**src/design/set_assoc_writeback_lru_cache_macros.svh**
```systemverilog
// ----------------------------------------------------------------------------
// Assertion macros for the set-associative write-back cache
// Short forms for clocked implication checks used by the cache RTL.
// ----------------------------------------------------------------------------
`ifndef SET_ASSOC_WRITEBACK_LRU_CACHE_MACROS_SVH
`define SET_ASSOC_WRITEBACK_LRU_CACHE_MACROS_SVH

// Same-cycle implication, disabled while reset is high.
`define SAWLC_ASSERT_SAME(label, ante, cons) \
   label: assert property (@(posedge clock) disable iff (reset) (ante) |-> (cons)) \
      else $error("cache check failed");

// Next-cycle implication, disabled while reset is high.
`define SAWLC_ASSERT_NEXT(label, ante, cons) \
   label: assert property (@(posedge clock) disable iff (reset) (ante) |=> (cons)) \
      else $error("cache check failed");

`endif

```
**src/design/sawlc_pkg.sv**
```systemverilog
// ----------------------------------------------------------------------------
// sawlc_pkg
// Shared constants and types of the set-associative write-back cache.
// ----------------------------------------------------------------------------
package sawlc_pkg;

   localparam int ADDR_W     = 32;
   localparam int CSR_W      = 4;
   localparam int CSR_IDX_W  = 2;
   localparam int OFFSET_MAX = 12;
   localparam int INDEX_CAP  = 8;

   localparam logic [CSR_IDX_W-1:0] CSR_OFFSET_BITS = 2'd0;
   localparam logic [CSR_IDX_W-1:0] CSR_INDEX_BITS  = 2'd1;
   localparam logic [CSR_IDX_W-1:0] CSR_WAYS_IN_USE = 2'd2;

   localparam logic CMD_READ  = 1'b0;
   localparam logic CMD_WRITE = 1'b1;

   typedef struct packed {
      logic              hit;
      logic              writeback_valid;
      logic [ADDR_W-1:0] writeback_address;
      logic              fill_valid;
      logic [ADDR_W-1:0] fill_address;
   } rsp_type;

endpackage

```
**src/design/sawlc_lookup.sv**
```systemverilog
// ----------------------------------------------------------------------------
// sawlc_lookup
// Tag compare, victim choice and LRU rank update for one set.
// ----------------------------------------------------------------------------
module sawlc_lookup
   import sawlc_pkg::*;
#(
   parameter int WAYS   = 8,
   parameter int SET_W  = 8,
   parameter int WAY_W  = 3,
   parameter int RANK_W = 3,
   parameter int NWAY_W = 4
) (
   input  logic                          row_init,
   input  logic [WAYS-1:0][ADDR_W-1:0]   old_tag,
   input  logic [WAYS-1:0]               old_valid,
   input  logic [WAYS-1:0]               old_dirty,
   input  logic [WAYS-1:0][RANK_W-1:0]   old_rank,
   input  logic                          command,
   input  logic [ADDR_W-1:0]             address,
   input  logic [ADDR_W-1:0]             tag,
   input  logic [SET_W-1:0]              set_idx,
   input  logic [3:0]                    off_bits,
   input  logic [3:0]                    idx_bits,
   input  logic [NWAY_W-1:0]             nways,
   output logic [WAYS-1:0][ADDR_W-1:0]   new_tag,
   output logic [WAYS-1:0]               new_valid,
   output logic [WAYS-1:0]               new_dirty,
   output logic [WAYS-1:0][RANK_W-1:0]   new_rank,
   output rsp_type                       rsp
);

   logic [WAYS-1:0]             cur_valid;
   logic [WAYS-1:0]             cur_dirty;
   logic [WAYS-1:0][RANK_W-1:0] cur_rank;

   // A row never written since reset reads as all invalid with ranks in way order.
   always_comb begin
      for (int w = 0; w < WAYS; w++) begin
         cur_valid[w] = row_init & old_valid[w];
         cur_dirty[w] = row_init & old_dirty[w];
         cur_rank[w]  = row_init ? old_rank[w] : RANK_W'(w);
      end
   end

   always_comb begin
      logic              found;
      logic [WAY_W-1:0]  hit_way;
      logic [WAY_W-1:0]  victim;
      logic [RANK_W-1:0] victim_rank;
      logic [WAY_W-1:0]  used;
      logic [RANK_W-1:0] used_rank;
      logic [ADDR_W-1:0] wb_addr;

      found   = 1'b0;
      hit_way = '0;
      for (int w = 0; w < WAYS; w++) begin
         if (!found && (NWAY_W'(w) < nways) && cur_valid[w] && (old_tag[w] == tag)) begin
            found   = 1'b1;
            hit_way = WAY_W'(w);
         end
      end

      // Largest rank wins; strict compare keeps the lowest way on a tie.
      victim      = '0;
      victim_rank = cur_rank[0];
      for (int w = 1; w < WAYS; w++) begin
         if ((NWAY_W'(w) < nways) && (cur_rank[w] > victim_rank)) begin
            victim      = WAY_W'(w);
            victim_rank = cur_rank[w];
         end
      end

      used      = found ? hit_way : victim;
      used_rank = cur_rank[used];

      new_tag   = old_tag;
      new_valid = cur_valid;
      new_dirty = cur_dirty;
      for (int w = 0; w < WAYS; w++) begin
         if (WAY_W'(w) == used) begin
            new_rank[w] = '0;
         end else if ((NWAY_W'(w) < nways) && (cur_rank[w] < used_rank)) begin
            new_rank[w] = cur_rank[w] + RANK_W'(1);
         end else begin
            new_rank[w] = cur_rank[w];
         end
      end

      wb_addr = ((old_tag[victim] << idx_bits) | ADDR_W'(set_idx)) << off_bits;

      if (found) begin
         if (command == CMD_WRITE) begin
            new_dirty[hit_way] = 1'b1;
         end
         rsp.hit               = 1'b1;
         rsp.writeback_valid   = 1'b0;
         rsp.writeback_address = '0;
         rsp.fill_valid        = 1'b0;
         rsp.fill_address      = '0;
      end else begin
         new_tag[victim]       = tag;
         new_valid[victim]     = 1'b1;
         new_dirty[victim]     = (command == CMD_WRITE);
         rsp.hit               = 1'b0;
         rsp.writeback_valid   = cur_valid[victim] & cur_dirty[victim];
         rsp.writeback_address = (cur_valid[victim] & cur_dirty[victim]) ? wb_addr : '0;
         rsp.fill_valid        = 1'b1;
         rsp.fill_address      = address & ~((ADDR_W'(1) << off_bits) - ADDR_W'(1));
      end
   end

endmodule

```
**config.mk**
```make
export PLATFORM = sky130hd
export DESIGN_NAME = sawlc_lookup
export DESIGN_NICKNAME = d
export VERILOG_FILES = /design/src/design/set_assoc_writeback_lru_cache_macros.svh /design/src/design/sawlc_pkg.sv /design/src/design/sawlc_lookup.sv
export SDC_FILE = /design/constraint.sdc
export NUM_CORES = 1
export LEC_CHECK = 0
export BUFFER_PORTS_ARGS = -buffer_cell sky130_fd_sc_hd__buf_4
export CORE_AREA = 2 2 292 294
export DETAILED_ROUTE_END_ITERATION = 8
export DIE_AREA = 0 0 294 296
export GPL_TIMING_DRIVEN = 0
export SYNTH_ARGS = -nofsm -noshare
export SYNTH_HDL_FRONTEND = slang
export SYNTH_SLANG_ARGS = --single-unit
```
**constraint.sdc**
```tcl
create_clock -name vclk -period 23.3
set_clock_uncertainty 0.2 [all_clocks]
set_input_delay 2.33 -clock vclk [all_inputs]
set_output_delay 2.33 -clock vclk [all_outputs]
set_load 0.02 [all_outputs]
```
==> results.yml <==
drt:
  drt-initial-drc-count: 2934
  wl_um: 146200
  via_per_inst: 5.798
  wl_met1_um: 60250
  dr_wl_met3_um: 15330
  wl_per_cell_um: 36.79
  dr.max_layer_used: "met5"
  num_vias: 23030
  ant_nets: 0
  wl_met2_um: 62890
  firstDrtPassIters: 6
  drc: 0
timing:
  finalSetupViolCount: 0
  finalHoldViolCount: 0
  slew_violations: 18
  finalCriticalPeriod_ns: 22.70
  setup_tns_ns: 0
  min_period_over_period: 0.9742
  max_slew.worst_pin.slew_ns: 1.639
  max_slew_margin: -0.09647
  max_freq_mhz: 44.05
min_path:
  worstHoldPathType: "in -> out"
synth:
  synth_area_mm2: 0.01541
  synth_cell_types: 102
  synth_seq_area_share: 0
  syn_avg_cell_area_um2: 7.143
  synth_fp_nets: 2575
  synth_cells: 2157
  synth_top_area_cell: "mux2_2"
  netlist.area_leader.share: 0.2032
  yosysWarnings: 0
  synthTopCellsByArea: "mux2_2, xnor2_1, xor2_1"
critical_path:
  endpoint_kind: "output pin"
  worst_setup_path_start_kind: "input port"
  crit_cells: 77
  cp_slowest_stage_delay_ns: 0.49
  slowest_stage: "mux4_2"
  required_ns: 20.77
  cp-endpoint: "rsp[46]"
  crit_start: "row_init"
  worstSetupPathType: "in -> out"
  crit_buf_inv: 18
  cp_top_family: "compound AO/OA/AOI/OAI gates"
  crit_arrival_ns: 20.17
  crit_fanout: 19
placed_design:
  io_buffers: 706
  dp_hpwl_um: 124200
  routabilityCongestion: 1.041
  place_inst: 3954
final_layout:
  drive_above_1_share: 0.3937
  most-common-layout-cells: "buf_4, mux2_2, nor2_1"
  regArea_um2: 0
  nClkBuffers: 0
  fillers: 9478
  area_growth_pct: 45.47
  seq_cells: 0
  finalNonFillerCells: 3973
  final_common_cell: "buf_4"
  nNetsFinal: 3285
outcome:
  failed_checks: "max-capacitance violations, max-slew violations"
  status: "finished, violations left"
global_routing:
  grt_max_degree: 20
  grt_pass1_vias: 21900
  grt.total_usage: 0.3160
  antenna_found_initial: 36
  overflow: 0
  grt_pass1_wl_um: 189800
floorplan:
  initial_core_util: 0.1830
  ios: 745
  fp.dieH_um: 296
  num_rows: 107
  dieArea_mm2: 0.08702
  core_mm2: 0.08421
  die_x_um: 294
flow_run:
  max-cap-violations: 2
==> cell usage after synthesis (all sizes together), types with 9 or more instances <==
library cell,instances
o31ai,16
o31a,18
nor4,56
o221ai,17
or3,16
a22oi,12
o32ai,13
o21ai,86
o211ai,26
ha,36
nor2,191
a31oi,33
a211o,15
clkbuf,173
xnor2,162
o22a,17
mux4,15
o22ai,44
or2,11
nand2,138
and3,22
a211oi,31
mux2i,57
o21a,12
a221oi,12
xor2,110
nand3,48
a21o,14
nand2b,16
nand4,48
nor3,92
and2,28
inv,50
buf,31
o311a,9
a21oi,75
mux2,278
==> how the worst min path moves through the flow <==
stage	startpoint	to	slack, ns	depth (start not counted)
after floorplan	address[9]	rsp[9]	4.61	2
after global placement	address[22]	rsp[22]	4.77	3
after detailed placement	address[24]	rsp[24]	4.77	3
after CTS	address[22]	rsp[22]	4.77	3
after global routing	address[27]	rsp[27]	4.78	3
final	address[27]	rsp[27]	4.77	3
==> final cells by class <==
| type | instances | area, um^2 | share of cell area |
|---|---|---|---|
| buffer | 201 | 862.1 | 0.03846 |
| tap | 1090 | 1364 | 0.06084 |
| inverter | 53 | 198.9 | 0.008875 |
| timing repair buffer | 711 | 5353 | 0.2388 |
| antenna | 18 | 45.04 | 0.002009 |
| multi-input combinational | 1900 | 14590 | 0.6510 |
==> through the flow <==
step                        util  hold slack (ns)  worst slack, ns  cell area (um^2)
final                     0.2662            4.770           0.6008             22420
after global routing      0.2658            4.780        -0.007804             22380
after CTS                 0.2637            4.771          0.01307             22200
after detailed placement  0.2626            4.771           -3.360             22110
after global placement    0.2621            4.767           -3.504             22070
after floorplan                -            4.605            3.920             15410
==> cell families after synthesis <==
family,Yosys count,share of synthesized area
mux,350,0.2624
buf+inv,257,0.06748
compound gates,537,0.2542
xor+xnor,272,0.1546
simple gates,703,0.2308
fa+ha+maj,38,0.03061
==> layer usage <==
metal / vias to the layer above / track usage
met5: - / 0
met4: 18 / 0.1360
met3: 368 / 0.07667
met2: 1868 / 0.4924
met1: 11210 / 0.4132
li1: 9572 / -
==> repair_timing <==
item	4_1_cts	5_1_grt
pin swaps	0	3
resized for setup	27	43
setup buffers	0	2
setup endpoints to repair	294	147
hold buffers	0	0
endpoints found under the hold margin	0	0
